==> config.mk <==
export PLATFORM = sky130hd
export DESIGN_NAME = tlin_ctrl
export DESIGN_NICKNAME = d
export VERILOG_FILES = /design/src/rtl/core/tlin_pkg.sv /design/src/rtl/core/tlin_ctrl.sv
export SDC_FILE = /design/constraint.sdc
export NUM_CORES = 1
export LEC_CHECK = 0
export ABC_CLOCK_PERIOD_IN_PS = 3100
export BUFFER_PORTS_ARGS = -buffer_cell sky130_fd_sc_hd__buf_2
export CORE_AREA = 3 3 44 46
export CTS_CLUSTER_DIAMETER = 120
export DETAILED_ROUTE_END_ITERATION = 10
export DIE_AREA = 0 0 47 49
export PLACE_DENSITY = 0.8
export SYNTH_ARGS = -nofsm -noshare
export SYNTH_HDL_FRONTEND = slang
export SYNTH_SLANG_ARGS = --single-unit
==> constraint.sdc <==
create_clock -name clk -period 3.1 [get_ports clk]
set_input_delay 0.31 -clock clk [delete_from_list [all_inputs] [get_ports clk]]
set_output_delay 0.31 -clock clk [all_outputs]
set_load 0.03 [all_outputs]
==> src/rtl/core/tlin_pkg.sv <==
// Shared types, constants and register map of the thermistor linearizer.
`timescale 1ns / 1ps
package tlin_pkg;

  localparam int ADC_BITS_DEF = 12;
  localparam int ADC_W        = 12;
  localparam int ADDR_W       = 5;
  localparam int LN_ITER      = 24;
  localparam int DIV_ITER     = 63;

  localparam logic [31:0]        LN2_Q32     = 32'd2977044472;
  localparam logic signed [63:0] KELVIN_Q20  = 64'sd286417306;
  localparam logic signed [63:0] ABS_ZERO_Q8 = -64'sd69926;
  localparam logic signed [63:0] TMIN_Q8     = -64'sd10240;
  localparam logic signed [63:0] TMAX_Q8     = 64'sd32000;
  localparam logic [15:0]        DETECT_LOW  = 16'd100;
  localparam logic [15:0]        DETECT_HIGH = 16'd4000;

  localparam logic [2:0] REG_COEF_A = 3'd0;
  localparam logic [2:0] REG_COEF_B = 3'd1;
  localparam logic [2:0] REG_COEF_C = 3'd2;
  localparam logic [2:0] REG_SERIES = 3'd3;
  localparam logic [2:0] REG_SUPPLY = 3'd4;
  localparam logic [2:0] REG_OFFSET = 3'd5;

  localparam logic signed [31:0] COEF_A_RST = 32'sd69355000;
  localparam logic signed [31:0] COEF_B_RST = 32'sd261507000;
  localparam logic signed [31:0] COEF_C_RST = 32'sd909370000;
  localparam logic [19:0]        SERIES_RST = 20'd10000;
  localparam logic [12:0]        SUPPLY_RST = 13'd3300;
  localparam logic signed [15:0] OFFSET_RST = 16'sd0;

  localparam logic [1:0] ARG_SERIES = 2'd0;
  localparam logic [1:0] ARG_X      = 2'd1;
  localparam logic [1:0] ARG_REST   = 2'd2;

  typedef struct packed {
    logic signed [31:0] coef_a;
    logic signed [31:0] coef_b;
    logic signed [31:0] coef_c;
    logic [19:0]        series_ohms;
    logic [12:0]        supply_mv;
    logic signed [15:0] offset_cal;
  } cfg_t;

  typedef enum logic [3:0] {
    OP_NONE, OP_LOAD, OP_LN_INIT, OP_LN_STEP, OP_LN_ACC, OP_SQ, OP_CUBE_LO,
    OP_CUBE_HI, OP_MUL_B, OP_MUL_C, OP_DIV_INIT, OP_DIV_STEP, OP_RAW, OP_FIN
  } op_t;

  typedef struct packed {
    op_t        op;
    logic [1:0] sel;
  } cmd_t;

  typedef struct packed {
    logic special;
    logic d_pos;
  } sts_t;

endpackage

==> src/rtl/core/tlin_ctrl.sv <==
// Controller: sequences the datapath through log, polynomial and division.
`timescale 1ns / 1ps
module tlin_ctrl (
  input  logic           clk,
  input  logic           rst_n,
  input  logic           in_valid,
  output logic           in_stall,
  output logic           out_valid,
  input  logic           out_stall,
  input  tlin_pkg::sts_t sts,
  output tlin_pkg::cmd_t cmd
);
  import tlin_pkg::*;

  typedef enum logic [3:0] {
    S_IDLE, S_LN_INIT, S_LN_STEP, S_LN_ACC, S_SQ, S_CUBE_LO, S_CUBE_HI,
    S_MUL_B, S_MUL_C, S_DIV_INIT, S_DIV, S_RAW, S_FIN
  } state_t;

  state_t     state_r;
  logic [1:0] sel_r;
  logic [5:0] cnt_r;
  logic       out_valid_r;
  logic       out_valid_nxt;
  logic       fin_go;

  assign fin_go    = !out_valid_r || !out_stall;
  assign in_stall  = (state_r != S_IDLE);
  assign out_valid = out_valid_r;

  // drop the result once taken, raise it when a new one is written
  always_comb begin
    out_valid_nxt = out_valid_r && out_stall;
    if ((state_r == S_FIN) && fin_go) out_valid_nxt = 1'b1;
  end

  always_comb begin
    cmd.sel = sel_r;
    case (state_r)
      S_IDLE:     cmd.op = in_valid ? OP_LOAD : OP_NONE;
      S_LN_INIT:  cmd.op = OP_LN_INIT;
      S_LN_STEP:  cmd.op = OP_LN_STEP;
      S_LN_ACC:   cmd.op = OP_LN_ACC;
      S_SQ:       cmd.op = OP_SQ;
      S_CUBE_LO:  cmd.op = OP_CUBE_LO;
      S_CUBE_HI:  cmd.op = OP_CUBE_HI;
      S_MUL_B:    cmd.op = OP_MUL_B;
      S_MUL_C:    cmd.op = OP_MUL_C;
      S_DIV_INIT: cmd.op = OP_DIV_INIT;
      S_DIV:      cmd.op = OP_DIV_STEP;
      S_RAW:      cmd.op = OP_RAW;
      S_FIN:      cmd.op = fin_go ? OP_FIN : OP_NONE;
      default:    cmd.op = OP_NONE;
    endcase
  end

  always_ff @(posedge clk) begin
    if (!rst_n) begin
      state_r     <= S_IDLE;
      sel_r       <= ARG_SERIES;
      cnt_r       <= '0;
      out_valid_r <= 1'b0;
    end else begin
      out_valid_r <= out_valid_nxt;
      case (state_r)
        S_IDLE: begin
          sel_r <= ARG_SERIES;
          if (in_valid) state_r <= S_LN_INIT;
        end
        S_LN_INIT: begin
          cnt_r   <= '0;
          state_r <= sts.special ? S_FIN : S_LN_STEP;
        end
        S_LN_STEP: begin
          cnt_r <= cnt_r + 6'd1;
          if (cnt_r == 6'(LN_ITER - 1)) state_r <= S_LN_ACC;
        end
        S_LN_ACC: begin
          if (sel_r == ARG_REST) begin
            state_r <= S_SQ;
          end else begin
            sel_r   <= sel_r + 2'd1;
            state_r <= S_LN_INIT;
          end
        end
        S_SQ:      state_r <= S_CUBE_LO;
        S_CUBE_LO: state_r <= S_CUBE_HI;
        S_CUBE_HI: state_r <= S_MUL_B;
        S_MUL_B:   state_r <= S_MUL_C;
        S_MUL_C:   state_r <= S_DIV_INIT;
        S_DIV_INIT: begin
          cnt_r   <= '0;
          state_r <= sts.d_pos ? S_DIV : S_FIN;
        end
        S_DIV: begin
          cnt_r <= cnt_r + 6'd1;
          if (cnt_r == 6'(DIV_ITER - 1)) state_r <= S_RAW;
        end
        S_RAW: state_r <= S_FIN;
        S_FIN: begin
          if (fin_go) state_r <= S_IDLE;
        end
        default: state_r <= S_IDLE;
      endcase
    end
  end

endmodule

==> flow_metrics.tcl <==
set metrics [dict create \
    vdd_drop_max_uv 670 \
    cp_slowest_cell "dfxtp_1" \
    cts_setup_buffers 0 \
    clock_path_buffers 2 \
    syn_area_per_cell_um2 7.64 \
    worst_pin_slew_ns 0.837 \
    critPathLaunchType "flop" \
    numCtsBuffers 3 \
    pre_cts_slack_ns 1.16 \
    hold_viol 0 \
    pwr-share-comb 0.493 \
    drc_errors 0 \
    cp.required_ns 2.79 \
    postRouteAntennaNets 0 \
    syn2layout_area_growth_pct 6.26 \
    clk_latency_ns 0.29 \
    die_w_um 47 \
    ctsHoldBuffers 0 \
    antenna_found_initial 0 \
    die_h_um 49 \
    yosysMostFrequentCell "a21oi_1" \
    fin_skew_ns 0.00472 \
    synth_nets 132 \
    cts_tree "built" \
    num_io_pins 14 \
    antenna-diode-count 0 \
    fin_ws_ns 0.951 \
    p_int_mw 0.417 \
    maxCapViolCount 0 \
    slew_violations 0 \
    finalNetCount 139 \
    path_max_fanout 27 \
    cp_cell_sequence "a21oi_1, nor2_1, buf_2" \
    synthDistinctLibCells 42 \
    p_seq_frac 0.378 \
    synth.top_cell.area_share 0.277 \
    grt_max_degree 28 \
    initial_core_util 0.610 \
    ys_warn_count 0 \
    synth_area_leaders "dfxtp_1 28%, a21oi_1 7.5%, nor2_1 4.4%, o21ai_0 4.3%, ha_1 4.0%" \
    endpoint_kind "primary output" \
    path_clk_slew_ns 0.08 \
    holdWs_ns 0.309 \
    finalCritPeriodShare 0.693 \
    ys_seq_elements 13 \
    grt_setup_unrepaired "no" \
    clkSinkCount 13 \
    holdPathStages 2 \
    post-dp-hpwl_um 1510 \
    setup_viol_count_final 0 \
    synth-edff-count 0 \
    synth_common_cells "14 x a21oi_1, 13 x dfxtp_1, 11 x nor2_1, 8 x nand2_1, 8 x o21ai_0" \
    row_count 14 \
    finalSetupTns_ns 0 \
    pwr-share-clk 0.128 \
    dpl_cell_area_um2 972 \
    powerDensity_nw_per_um2 842 \
    yosys.area.top_type "dfxtp_1" \
    cp_top_family "flip-flops" \
    port_buffers 13 \
    core_um2 1540 \
    drtPass1Iterations 4 \
    slew-limit-headroom 0.441 \
    synth_cells 123 \
    syn_area_um2 940 \
    vias 935 \
    wirelength_um 2250 \
    design_area_um2 998 \
    routed_via_density 6.45 \
    status "complete, no violations" \
    place_congestion 0.817 \
    wire_per_inst_um 15.5 \
    sw_frac_of_total 0.505 \
    grt_overflow 0 \
    critPathMaxStageDelay_ns 0.87 \
    cts.repair.resized 0 \
    worstSetupPathDepth 3 \
    leakage_nw 0.372 \
    grt_pass1_wl_um 3530 \
    path_buf_inv 1 \
    synthArstFlopShare 0 \
    drive_gt1_frac 0.178 \
    critPathKind "reg -> out" \
    drtIter0Drc 37 \
    grt_pass1_vias 783 \
    max_clock_freq_ghz 0.465 \
    hp-class "in -> reg" \
    period_minus_slack_ns 2.15 \
    die-area_um2 2300 \
    ys_seq_area_frac 0.277 \
    track_usage 0.207 \
    critical_path_arrival_ns 1.84 \
    switching_power_mw 0.424 \
    r2r_cells 4 \
    ys.flop_type "dfxtp_1" \
    root_buffer "clkbuf_4" \
    cts-htree-levels 1 \
]
## layout make-up
class,instances,area (µm²)
clock buffer,4,26.3
fill,137,543
inverter,7,26.3
multi-input combinational,92,601
sequential,13,260
tap,16,20.0
timing repair buffer,13,65.1
## routing by layer
metal / track usage / vias up / wire [µm]
li1: - / 457 / -
met1: 0.271 / 421 / 963
met2: 0.310 / 52 / 1080
met3: 0.0369 / 5 / 154
met4: 0.111 / 0 / 48
met5: 0 / - / 0
## power by group through the flow
stage	Clock (mW)	Sequential, mW	Combinational (mW)
2_1_floorplan	0	0.213	0.436
6_report	0.108	0.318	0.415
3_3_place_gp	0	0.311	0.395
5_1_grt	0.121	0.328	0.450
3_5_place_dp	0	0.318	0.408
4_1_cts	0.109	0.314	0.414
## cell families after synthesis
| family | share of synthesized area |
|---|---|
| mux | 0.0573 |
| flops | 0.277 |
| compound gates | 0.284 |
| fa+ha+maj | 0.0400 |
| simple gates | 0.249 |
| buf+inv | 0.0839 |
| xor+xnor | 0.00932 |
## worst paths after layout
path / start / slack [ns] / to
worst max-delay path: state_r[0] / 0.95 / cmd[4]
worst min-delay path: rst_n / 0.31 / state_r[2]
worst max register to register: state_r[2] / 1.11 / state_r[0]
worst min register to register: cnt_r[5] / 0.55 / cnt_r[5]
## worst reg2reg max path, delay by kind of cell (launching register included)
family | cells | cell delay (ns)
simple gates | 2 | 0.79
flops | 1 | 0.83
compound gates | 2 | 0.25
## registers in the layout, summed over array words and instances, names as in the netlist
name       count
state_r        4
sel_r          2
out_valid      1
cnt_r          6
## metrics by stage
step | total power, mW | std cells | util
floorplan | 0.649 | 123 | -
global placement | 0.706 | 141 | 0.631
detailed placement | 0.726 | 141 | 0.631
CTS | 0.837 | 145 | 0.648
finish | 0.841 | 145 | 0.648
global route | 0.899 | 145 | 0.648
## placed cells by master (no fill, tap or decap), types with 2 or more instances in the layout
cell type | synthesis | routed
nand3_1 | 3 | 3
nor4b_1 | 2 | 2
o21a_1 | 2 | 2
buf_2 | 3 | 13
nor4_1 | 3 | 3
mux2_2 | 3 | 3
a21oi_1 | 14 | 14
nor2_1 | 11 | 11
and3_1 | 2 | 2
clkbuf_4 | 0 | 3
dfxtp_1 | 13 | 13
nand2_1 | 8 | 8
o21ai_0 | 8 | 8
o22ai_1 | 5 | 5
nand2b_1 | 2 | 2
nor3_1 | 3 | 3
and2_1 | 2 | 2
ha_1 | 3 | 3
mux2i_1 | 2 | 2
inv_1 | 6 | 6
Power figures use the tool's default switching activity.
