<file path="src/rtl/core/tlin_pkg.sv">
// Shared types, constants and register map of the thermistor linearizer.
`timescale 1ns / 1ps
package tlin_pkg;

  localparam int ADC_BITS_DEF = 12;
  localparam int ADC_W        = 12;
  localparam int ADDR_W       = 5;
  localparam int LN_ITER      = 24;
  localparam int DIV_ITER     = 63;

  localparam logic [31:0]        LN2_Q32     = 32'd2977044472;
  localparam logic signed [63:0] KELVIN_Q20  = 64'sd286417306;
  localparam logic signed [63:0] ABS_ZERO_Q8 = -64'sd69926;
  localparam logic signed [63:0] TMIN_Q8     = -64'sd10240;
  localparam logic signed [63:0] TMAX_Q8     = 64'sd32000;
  localparam logic [15:0]        DETECT_LOW  = 16'd100;
  localparam logic [15:0]        DETECT_HIGH = 16'd4000;

  localparam logic [2:0] REG_COEF_A = 3'd0;
  localparam logic [2:0] REG_COEF_B = 3'd1;
  localparam logic [2:0] REG_COEF_C = 3'd2;
  localparam logic [2:0] REG_SERIES = 3'd3;
  localparam logic [2:0] REG_SUPPLY = 3'd4;
  localparam logic [2:0] REG_OFFSET = 3'd5;

  localparam logic signed [31:0] COEF_A_RST = 32'sd69355000;
  localparam logic signed [31:0] COEF_B_RST = 32'sd261507000;
  localparam logic signed [31:0] COEF_C_RST = 32'sd909370000;
  localparam logic [19:0]        SERIES_RST = 20'd10000;
  localparam logic [12:0]        SUPPLY_RST = 13'd3300;
  localparam logic signed [15:0] OFFSET_RST = 16'sd0;

  localparam logic [1:0] ARG_SERIES = 2'd0;
  localparam logic [1:0] ARG_X      = 2'd1;
  localparam logic [1:0] ARG_REST   = 2'd2;

  typedef struct packed {
    logic signed [31:0] coef_a;
    logic signed [31:0] coef_b;
    logic signed [31:0] coef_c;
    logic [19:0]        series_ohms;
    logic [12:0]        supply_mv;
    logic signed [15:0] offset_cal;
  } cfg_t;

  typedef enum logic [3:0] {
    OP_NONE, OP_LOAD, OP_LN_INIT, OP_LN_STEP, OP_LN_ACC, OP_SQ, OP_CUBE_LO,
    OP_CUBE_HI, OP_MUL_B, OP_MUL_C, OP_DIV_INIT, OP_DIV_STEP, OP_RAW, OP_FIN
  } op_t;

  typedef struct packed {
    op_t        op;
    logic [1:0] sel;
  } cmd_t;

  typedef struct packed {
    logic special;
    logic d_pos;
  } sts_t;

endpackage

</file>
<file path="src/rtl/core/tlin_regs.sv">
// Configuration register file behind the APB-style port.
`timescale 1ns / 1ps
module tlin_regs (
  input  logic                       clk,
  input  logic                       rst_n,
  input  logic                       psel,
  input  logic                       penable,
  input  logic                       pwrite,
  input  logic [tlin_pkg::ADDR_W-1:0] paddr,
  input  logic [31:0]                pwdata,
  output logic [31:0]                prdata,
  output logic                       pready,
  output tlin_pkg::cfg_t             cfg
);
  import tlin_pkg::*;

  cfg_t       cfg_r;
  logic [2:0] idx;

  assign idx    = paddr[4:2];
  assign pready = 1'b1;
  assign cfg    = cfg_r;

  always_ff @(posedge clk) begin
    if (!rst_n) begin
      cfg_r.coef_a      <= COEF_A_RST;
      cfg_r.coef_b      <= COEF_B_RST;
      cfg_r.coef_c      <= COEF_C_RST;
      cfg_r.series_ohms <= SERIES_RST;
      cfg_r.supply_mv   <= SUPPLY_RST;
      cfg_r.offset_cal  <= OFFSET_RST;
    end else if (psel && penable && pwrite) begin
      case (idx)
        REG_COEF_A: cfg_r.coef_a      <= pwdata;
        REG_COEF_B: cfg_r.coef_b      <= pwdata;
        REG_COEF_C: cfg_r.coef_c      <= pwdata;
        REG_SERIES: cfg_r.series_ohms <= pwdata[19:0];
        REG_SUPPLY: cfg_r.supply_mv   <= pwdata[12:0];
        REG_OFFSET: cfg_r.offset_cal  <= pwdata[15:0];
        default: ;
      endcase
    end
  end

  always_comb begin
    case (idx)
      REG_COEF_A: prdata = cfg_r.coef_a;
      REG_COEF_B: prdata = cfg_r.coef_b;
      REG_COEF_C: prdata = cfg_r.coef_c;
      REG_SERIES: prdata = {12'd0, cfg_r.series_ohms};
      REG_SUPPLY: prdata = {19'd0, cfg_r.supply_mv};
      REG_OFFSET: prdata = {16'd0, cfg_r.offset_cal};
      default:    prdata = 32'd0;
    endcase
  end

endmodule

</file>
<file path="config.mk">
export PLATFORM = sky130hd
export DESIGN_NAME = tlin_regs
export DESIGN_NICKNAME = d
export VERILOG_FILES = /design/src/rtl/core/tlin_pkg.sv /design/src/rtl/core/tlin_regs.sv
export SDC_FILE = /design/constraint.sdc
export NUM_CORES = 1
export LEC_CHECK = 0
export BUFFER_PORTS_ARGS = -buffer_cell sky130_fd_sc_hd__buf_4
export CAP_MARGIN = 40
export CORE_MARGIN = 2
export CORE_UTILIZATION = 50
export CTS_CLUSTER_SIZE = 30
export DETAILED_ROUTE_END_ITERATION = 7
export GPL_ROUTABILITY_DRIVEN = 0
export GPL_TIMING_DRIVEN = 0
export HOLD_SLACK_MARGIN = 0.05
export PLACE_DENSITY = 0.89
export REMOVE_ABC_BUFFERS = 1
export SETUP_SLACK_MARGIN = 0.4
export SLEW_MARGIN = 25
export SYNTH_ARGS = -nofsm -noshare
export SYNTH_HDL_FRONTEND = slang
export SYNTH_SLANG_ARGS = --single-unit
</file>
<file path="constraint.sdc">
create_clock -name clk -period 2.8 [get_ports clk]
set_clock_uncertainty 0.05 [all_clocks]
set_input_delay 0 -clock clk [delete_from_list [all_inputs] [get_ports clk]]
set_output_delay 0 -clock clk [all_outputs]
set_load 0.02 [all_outputs]
</file>
==> results of run 1 <==
[kinds of logic (layout without fill, tap and decap cells)]
| group | Yosys count | in the layout | synth area share [%] |
|---|---|---|---|
| other | 1 | 1 | 0.0559 |
| AOI/OAI and AO/OA | 126 | 126 | 13.2 |
| DFF | 145 | 145 | 43.3 |
| muxes | 151 | 151 | 23.7 |
| and+or+nand+nor | 200 | 200 | 13.4 |
| buffers and inverters | 94 | 324 | 6.23 |
[what timing repair did]
action / CTS / global route
hold endpoints to repair: 145 / 0
hold buffers: 34 / 0
resized for setup: 0 / 0
[worst max-delay path by stage]
| stage | from | end | slack [ns] |
|---|---|---|---|
| 2_1_floorplan | paddr[2] | cfg[113] | 0.84 |
| 3_3_place_gp | paddr[2] | cfg[125] | -1.20 |
| 3_5_place_dp | paddr[2] | cfg[69] | 0.22 |
| 4_1_cts | paddr[2] | cfg[69] | 0.65 |
| 5_1_grt | paddr[2] | cfg[69] | 0.56 |
| 6_report | paddr[2] | cfg[69] | 0.61 |
[cell usage in the layout, fill, tap and decap left out, types with 9 or more instances in the layout]
master / count
nor2b_1: 15
mux2i_1: 123
o21ai_0: 28
buf_4: 216
inv_1: 32
mux2_2: 24
a2bb2oi_1: 12
nand3_1: 19
nor2_1: 15
o211ai_1: 41
dlygate4sd3_1: 34
nand2_1: 128
clkbuf_16: 17
o31ai_1: 9
a22oi_1: 15
dfxtp_1: 145
[through the flow]
stage,util [%],hold slack (ns)
floorplan,-,0.0218
global placement,62.5,0.198
detailed placement,63.9,0.204
CTS,71.1,0.0933
global route,71.1,0.138
finish,71.1,0.136
[layout make-up]
class                   instances  share of cell area (%)
repair buffers                260                    22.6
clock buffers                  22                    5.16
flip-flops and latches        145                    30.9
multi-input cells             478                    36.3
clock inverters                10                    1.40
inverters                      32                    1.28
well taps                     176                    2.35
[worst register-to-register path, cell delays in order, from the launching register on]
cell and delay (ns):
dfxtp_1 0.33, o21ai_0 0.07, nand3_1 0.09, dlygate4sd3_1 0.58
[power by group through the flow]
stage | sequential [mW] | combinational, mW | clock (mW)
after floorplan | 2.16 | 0.185 | 0
after global routing | 2.10 | 0.554 | 2.48
after global placement | 2.14 | 0.450 | 0
after CTS | 2.10 | 0.515 | 2.36
final | 2.10 | 0.522 | 2.34
after detailed placement | 2.14 | 0.475 | 0
[synthesized netlist by cell type (3+ instances only)]
cell       count  share of area, %
nor2_1        15              0.84
a2bb2oi_1     12               1.6
nand3_1       19               1.4
clkbuf_1      34               1.9
nor2b_1       17               1.6
mux2_2        24               4.0
mux4_2         4               1.3
buf_1          4              0.22
a22oi_1       15               1.7
dfxtp_1      145                43
nor2_2         3              0.28
mux2i_1      123                18
o221ai_1       3              0.39
a221oi_1       5              0.65
o22ai_1        3              0.28
inv_1         32               1.8
buf_4          4              0.45
o31ai_1        9               1.0
a21oi_1        5              0.37
o21ai_0       28               2.1
buf_2         16               1.2
nand2_1      128               7.2
o211ai_1      41               4.6
buf_6          4              0.67
and2_1         4              0.37
[layer usage]
| layer | up-vias | wire, um | GRT usage [%] |
|---|---|---|---|
| met4 | 0 | 578 | 12.9 |
| li1 | 2973 | - | - |
| met2 | 268 | 10500 | 49.7 |
| met5 | - | 0 | 0 |
| met3 | 43 | 1200 | 6.13 |
| met1 | 3125 | 9370 | 37.2 |
==> flow_summary.toml, run 1 <==
[floorplan]
initial_core_util_pct = 50.8
row_count = 42
core_sq_mm = 0.0132
die_w_um = 120
dieArea_sq_mm = 0.0144
io_pins = 220
fp.dieH_um = 120

[place]
place_area_sq_mm = 0.00842
post-dp-hpwl_um = 13400
dp.cells = 1057
dpl_worst_slack_ns = 0.222
io_buffers = 216

[setup_path]
end_kind = "flop"
crit_family = "simple AND/OR/NAND/NOR gates"
worstPathMaxFanout = 59
worstPathArrival_ns = 2.45
cp.depth = 5
r2r_end = "cfg[22]"
path_class = "in -> reg"
slowest_delay_ns = 0.76
cp.required_ns = 3.06
path_buf_inv = 2
crit_path_start_kind = "input port"
slowest_stage = "and4b_1"
reg2reg_depth = 3
reg2reg_from = "cfg[22]"
path_cells = "buf_4, and4b_1, buf_8, nand3_2, o211ai_1"
rrSetupSlack_ns = 1.58

[routing]
drc = 0
drt_iter0_markers = 645
drt-vias-per-instance = 5.71
dr.pass1.iters = 6
dr_total_vias = 6409
routed_wl_um = 21700
final_antenna_net_count = 0
routedWlPerCell_um = 19.3

[global_routing]
grt-ovfl-total = 0
first_global_vias = 6220
antenna_found_initial = 0
grt_max_degree = 103
track_usage_pct = 29.7
grt_pass1_wl_um = 33200

[pwr]
power.share.switching_pct = 23.6
cellPowerDensity_mw_per_mm2 = 529
p_leak_nw = 4.33
power.total_mw = 4.96
p_seq_share_pct = 42.3
clkPwrFrac_pct = 47.2
p_sw_mw = 1.17
combPwrFrac_pct = 10.5
p_int_mw = 3.79
vdd_drop_max_uv = 351

[yosys]
async_flop_share_pct = 0
synth-seq-cells = 145
ys_seq_area_share_pct = 43.3
syn_area_sq_mm = 0.00671
postSynthCellCount = 717
yosysWarningCount = 0
synth_edf_count = 0
yosysUniqueCellTypes = 40
syn_avg_cell_area_sq_um = 9.35
synth-main-ff-cell = "dfxtp_1"

[cells_and_area]
antennaDiodeCount = 0
seqCellArea_sq_mm = 0.00290
largest_reg_flops = 145
multi_input_area_sq_mm = 0.00340
drive_gt1_share_pct = 31.5
syn2layout_area_growth_pct = 39.9
fin_area_sq_mm = 0.00938
fillers = 988
finalNonFillerCells = 1123
nNetsFinal = 976

[timing]
fmax_mhz = 458
min_period_ns = 2.19
setup_viol = 0
fin_crit_sh_pct = 78.1
slew_headroom_pct = 45.3
hold_viol = 0
timing.setup.tns_ns = 0
setup_slack_ns = 0.614
drv_slew = 0
tightest_slew_ns = 0.819
rsz0062_at_grt = "no"

[clock_network]
post_cts.repair.setup_buffers = 0
cts_inserted_buffers = 17
cts.clk_slew.worst_paths_ns = 0.06
root_buffer = "clkbuf_16"
ctsHtreeMaxLevel = 4
clock_path_buffers = 2
clock-sinks = 145
cts_tree = "yes"
insertion_delay_ns = 0.41

[hold_path]
whs_path_depth = 4
hold_path.class = "in -> reg"
hp-start = "pwrite"
min_to = "cfg[53]"

[run]
maxCapViolations = 0

[status]
status = "finished clean"
Power figures use the tool's default switching activity.
==> inputs of run 2 (changes only) <==
--- a/config.mk
+++ b/config.mk
@@ -8,13 +8,13 @@
 export BUFFER_PORTS_ARGS = -buffer_cell sky130_fd_sc_hd__buf_4
 export CAP_MARGIN = 40
 export CORE_MARGIN = 2
-export CORE_UTILIZATION = 50
+export CORE_UTILIZATION = 46
 export CTS_CLUSTER_SIZE = 30
 export DETAILED_ROUTE_END_ITERATION = 7
 export GPL_ROUTABILITY_DRIVEN = 0
 export GPL_TIMING_DRIVEN = 0
 export HOLD_SLACK_MARGIN = 0.05
-export PLACE_DENSITY = 0.89
+export PLACE_DENSITY = 0.87
 export REMOVE_ABC_BUFFERS = 1
 export SETUP_SLACK_MARGIN = 0.4
 export SLEW_MARGIN = 25
==> constraint.sdc (replaced) <==
create_clock -name clk -period 1.84 [get_ports clk]
set_clock_uncertainty 0.05 [all_clocks]
set_input_delay 0 -clock clk [delete_from_list [all_inputs] [get_ports clk]]
set_output_delay 0 -clock clk [all_outputs]
set_load 0.02 [all_outputs]
==> flow_summary.toml, run 2 (synthesis results as in run 1) <==
[global_routing]
grt-ovfl-total = 0
first_global_vias = 6650
grt_max_degree = 120
grt_pass1_wl_um = 36500
track_usage_pct = 29.4
antenna_found_initial = 0

[cells_and_area]
seqCellArea_sq_mm = 0.00296
nNetsFinal = 1040
antennaDiodeCount = 0
syn2layout_area_growth_pct = 53.5
drive_gt1_share_pct = 42.1
layout_common_cells = "buf_4 (253), nand2_1 (126), mux2i_1 (123)"
largest_reg_flops = 145
multi_input_area_sq_mm = 0.00361
fillers = 988
finalNonFillerCells = 1195
final_common_cell = "buf_4"

[clock_network]
insertion_delay_ns = 0.41
clock_path_buffers = 2
ctsHtreeMaxLevel = 4
root_buffer = "clkbuf_16"
cts.clk_slew.worst_paths_ns = 0.06
clock-sinks = 145
cts_inserted_buffers = 17
cts_tree = "yes"

[timing]
setup_slack_ns = 0.298
fin_crit_sh_pct = 83.8
min_period_ns = 1.54
drv_slew = 0
hold_viol = 0
rsz0062_at_grt = "yes"
setup_viol = 0
fmax_mhz = 648

[routing]
drc = 0
drt-vias-per-instance = 5.67
dr.pass1.iters = 5
routedWlPerCell_um = 20.4
routed_wl_um = 24300
drt_iter0_markers = 503
dr_total_vias = 6780
final_antenna_net_count = 0

[floorplan]
core_sq_mm = 0.0144
fp.dieH_um = 125
initial_core_util_pct = 46.7
dieArea_sq_mm = 0.0156
die_w_um = 125
row_count = 44
io_pins = 220

[pwr]
p_sw_mw = 1.88
combPwrFrac_pct = 12.2
p_seq_share_pct = 42.1
p_leak_nw = 4.74
cellPowerDensity_mw_per_mm2 = 736
power.total_mw = 7.58
vdd_drop_max_uv = 518
p_int_mw = 5.70
clkPwrFrac_pct = 45.6
power.share.switching_pct = 24.9

[place]
dp.cells = 1065
post-dp-hpwl_um = 13900
dpl_worst_slack_ns = -0.677
io_buffers = 216

[status]
status = "finished clean"

[setup_path]
worstPathArrival_ns = 1.49
worstPathMaxFanout = 3
cp.required_ns = 1.79
crit_path_start_kind = "flop"
path_class = "reg -> out"
end_kind = "output port"

[run]
maxCapViolations = 0

[hold_path]
hold_path.class = "in -> reg"
-- run 2: cell count changes in the layout (fill, tap and decap cells not counted), moves of 9 or more --
cell           delta
dlygate4sd3_1    +12
a22oi_1           -9
dfxtp_1          -47
dfxtp_2          +47
buf_4            +37
a22oi_2           +9
-- run 2: power groups by stage --
stage	Clock, mW	Combinational (mW)	Sequential, mW
2_1_floorplan	0	0.282	3.29
3_3_place_gp	0	0.686	3.26
4_1_cts	3.47	0.862	3.19
6_report	3.46	0.926	3.19
5_1_grt	3.63	0.977	3.20
3_5_place_dp	0	0.724	3.26
-- run 2: final timing paths --
path | startpoint | endpoint | slack (ns) | cells after the start
setup / recovery | cfg[47] | prdata[18] | 0.30 | 3
hold / removal | penable | cfg[90] | 0.11 | 5
setup reg to reg | cfg[112] | cfg[112] | 0.48 | 3
hold reg to reg | cfg[115] | cfg[115] | 0.42 | 2
-- run 2: routing by layer --
| layer | vias to the layer above | GRT usage (%) | part of all wire (%) | wire (um) |
|---|---|---|---|---|
| met5 | - | 0 | 0 | 0 |
| li1 | 3083 | - | - | - |
| met2 | 309 | 51.3 | 51 | 12400 |
| met4 | 0 | 12.7 | 2.7 | 654 |
| met3 | 50 | 7.22 | 6.8 | 1650 |
| met1 | 3338 | 34.2 | 40 | 9650 |
-- run 2: metrics by stage --
| stage | area [sq um] | utilization (%) | TNS (ns) | hold slack [ns] |
|---|---|---|---|---|
| floorplan | 6410 | - | -2.32 | 0.0218 |
| global placement | 8260 | 57.5 | -166.47 | 0.200 |
| detailed placement | 8440 | 58.8 | -56.97 | 0.205 |
| CTS | 10000 | 69.9 | 0 | 0.0870 |
| global route | 10300 | 71.6 | 0 | 0.102 |
| finish | 10300 | 71.6 | 0 | 0.110 |
-- run 2: what timing repair did --
item	4_1_cts	5_1_grt
cloned	0	2
hold buffers	48	0
setup buffers	36	12
resized for setup	80	31
pin swaps	16	9
endpoints found under the hold margin	145	0
setup endpoints to repair	162	71
-- run 2: critical path: stages, from the launching register on --
cell     delay, ns
dfxtp_2       0.33
mux4_2        0.47
and2_4        0.16
buf_6         0.12
-- run 2: final cells by class --
| type | instances | share of cell area, % |
|---|---|---|
| inverters | 32 | 1.20 |
| well taps | 184 | 2.24 |
| multi-input cells | 478 | 35.0 |
| clock buffers | 25 | 5.11 |
| repair buffers | 324 | 27.0 |
| flip-flops and latches | 145 | 28.8 |
| clock inverters | 7 | 0.693 |
==> inputs of run 3 (changes only) <==
--- a/config.mk
+++ b/config.mk
@@ -5,6 +5,7 @@
 export SDC_FILE = /design/constraint.sdc
 export NUM_CORES = 1
 export LEC_CHECK = 0
+export ABC_AREA = 1
 export BUFFER_PORTS_ARGS = -buffer_cell sky130_fd_sc_hd__buf_4
 export CAP_MARGIN = 40
 export CORE_MARGIN = 2
@@ -14,7 +15,7 @@
 export GPL_ROUTABILITY_DRIVEN = 0
 export GPL_TIMING_DRIVEN = 0
 export HOLD_SLACK_MARGIN = 0.05
-export PLACE_DENSITY = 0.87
+export PLACE_DENSITY = 0.86
 export REMOVE_ABC_BUFFERS = 1
 export SETUP_SLACK_MARGIN = 0.4
 export SLEW_MARGIN = 25
==> constraint.sdc (replaced) <==
create_clock -name clk -period 1.3 [get_ports clk]
set_clock_uncertainty 0.05 [all_clocks]
set_input_delay 0 -clock clk [delete_from_list [all_inputs] [get_ports clk]]
set_output_delay 0 -clock clk [all_outputs]
set_load 0.02 [all_outputs]
==> flow_summary.toml, run 3 <==
[global_routing]
grt_pass1_wl_um = 48200
first_global_vias = 8983
grt-ovfl-total = 0
antenna_found_initial = 1
track_usage_pct = 38.7
grt_max_degree = 91

[cells_and_area]
layout_common_cells = "nand2_1 (294), buf_6 (267), nor2_1 (225)"
nNetsFinal = 1518
fillers = 477
finalNonFillerCells = 1673
drive_gt1_share_pct = 48.1
syn2layout_area_growth_pct = 97.3
fin_util_pct = 93.3
final_common_cell = "nand2_1"
fin_area_sq_mm = 0.0136
largest_reg_flops = 145
antennaDiodeCount = 0

[setup_path]
end_kind = "output port"
worstPathArrival_ns = 1.40
cp.required_ns = 1.25
worstPathMaxFanout = 3
reg2reg_depth = 6
r2r_end = "cfg[33]"
path_class = "reg -> out"
reg2reg_from = "cfg[33]"
rrSetupSlack_ns = 0.23
crit_path_start_kind = "flop"

[place]
place_area_sq_mm = 0.00869
post-dp-hpwl_um = 14900
dp.cells = 1419
io_buffers = 216

[timing]
setup_slack_ns = -0.150
fin_crit_sh_pct = 112
rsz0062_at_grt = "yes"
slew_headroom_pct = 66.4
fmax_mhz = 690
tightest_slew_ns = 0.505
min_period_ns = 1.45
drv_slew = 0
holdWs_ns = -0.0741
hold_viol = 45
setup_viol = 13

[pwr]
vdd_drop_max_uv = 814
power.total_mw = 12.4
cellPowerDensity_mw_per_mm2 = 910
p_leak_nw = 6.51

[yosys]
yosysMostFrequentCell = "nand2_1"
synth_top_area_cell = "dfxtp_1"
synth-seq-cells = 145
synth_edf_count = 0
synth.top_cell.area_share_pct = 42.1
yosysUniqueCellTypes = 19
syn_avg_cell_area_sq_um = 6.38
yosys-top-cells-count = "nand2_1 (348), nor2_1 (237), dfxtp_1 (145)"
syn_area_sq_mm = 0.00690
postSynthCellCount = 1082
async_flop_share_pct = 0
ys_seq_area_share_pct = 42.1
yosysWarningCount = 0
yosys-top-cells-area = "dfxtp_1 (42%), nand2_1 (19%), nor2_1 (13%)"
synth-main-ff-cell = "dfxtp_1"

[clock_network]
cts_hold_buf = 32
cts_tree = "yes"
insertion_delay_ns = 0.44
cts.clk_slew.worst_paths_ns = 0.06
ctsHtreeMaxLevel = 4
clock_path_buffers = 2
clock-sinks = 145
cts_inserted_buffers = 17
root_buffer = "clkbuf_16"

[hold_path]
hp-start = "rst_n"
min_to = "cfg[42]"
hold_path.class = "in -> reg"
whs_path_depth = 2

[run]
maxCapViolations = 0

[routing]
drt_iter0_markers = 1728
drc = 0
dr.pass1.iters = 8
final_antenna_net_count = 0
routedWlPerCell_um = 25.5
dr_total_vias = 10500
routed_wl_um = 42700
drt-vias-per-instance = 6.29

[floorplan]
io_pins = 220
fp.dieH_um = 126
row_count = 44
dieArea_sq_mm = 0.0160
core_sq_mm = 0.0146
die_w_um = 126
initial_core_util_pct = 47.3

[status]
status = "finished, violations left"
violations = "negative hold slack, negative setup slack"
==> run 3: power by group <==
part | switching (mW) | leakage [nW] | internal (mW)
registers | 0.0691 | 1.20 | 4.45
logic | 1.16 | 4.99 | 0.930
clock network | 2.13 | 0.316 | 3.65
==> run 3: how the worst max path moves through the flow <==
stage / startpoint / endpoint / slack [ns] / cells after the start
3_5_place_dp: paddr[4] / cfg[66] / -1.47 / 8
4_1_cts: cfg[94] / prdata[13] / 0.03 / 5
3_3_place_gp: paddr[3] / cfg[105] / -3.68 / 7
2_1_floorplan: paddr[3] / cfg[101] / -1.08 / 6
5_1_grt: cfg[3] / prdata[3] / -0.20 / 5
6_report: cfg[39] / prdata[10] / -0.15 / 5
==> run 3: logic make-up (layout without fill, tap and decap cells) <==
kind of cell	count (synthesis)	after routing	synth area share, %
other cells	1	1	0.0543
compound gates	7	7	0.508
flops	145	145	42.1
simple gates	785	787	48.1
buf+inv	144	549	9.30
==> run 3: per-stage QoR <==
| step | setup slack (ns) | TNS, ns |
|---|---|---|
| 2_1_floorplan | -1.08 | -72.02 |
| 3_3_place_gp | -3.68 | -321.36 |
| 3_5_place_dp | -1.47 | -154.42 |
| 4_1_cts | 0.0302 | 0 |
| 5_1_grt | -0.201 | -1.38 |
| 6_report | -0.150 | -0.703 |
==> run 3: per-layer routing <==
layer / vias up / routed length (um) / track usage (%)
met3: 435 / 5870 / 10.6
li1: 4194 / - / -
met5: - / 10 / 0
met1: 4748 / 13100 / 43.6
met4: 2 / 4350 / 24.4
met2: 1151 / 19400 / 64.6
==> run 3: area by class of cell <==
cell class              count  area, sq um  share of cell area, %
repair buffers            444         5270                   38.7
multi-input cells         795         3950                   29.0
flip-flops and latches    145         3160                   23.2
clock buffers              19          443                   3.25
inverters                  71          315                   2.32
clock inverters            13          233                   1.71
well taps                 184          230                   1.69
repair inverters            2         17.5                  0.129
==> run 3: timing repair <==
action | 4_1_cts | 5_1_grt
gates resized for setup | 364 | 263
gates cloned | 12 | 11
pin swaps | 71 | 83
endpoints found under the hold margin | 145 | 55
buffers inserted | 96 | 71
endpoints found under the setup margin | 322 | 297
==> run 3: worst max-delay path, stage by stage, from the launching register on <==
cell	delay, ns
dfxtp_2	0.34
nand4_1	0.12
nand2_1	0.07
nor2_1	0.13
nand2_1	0.15
buf_6	0.16
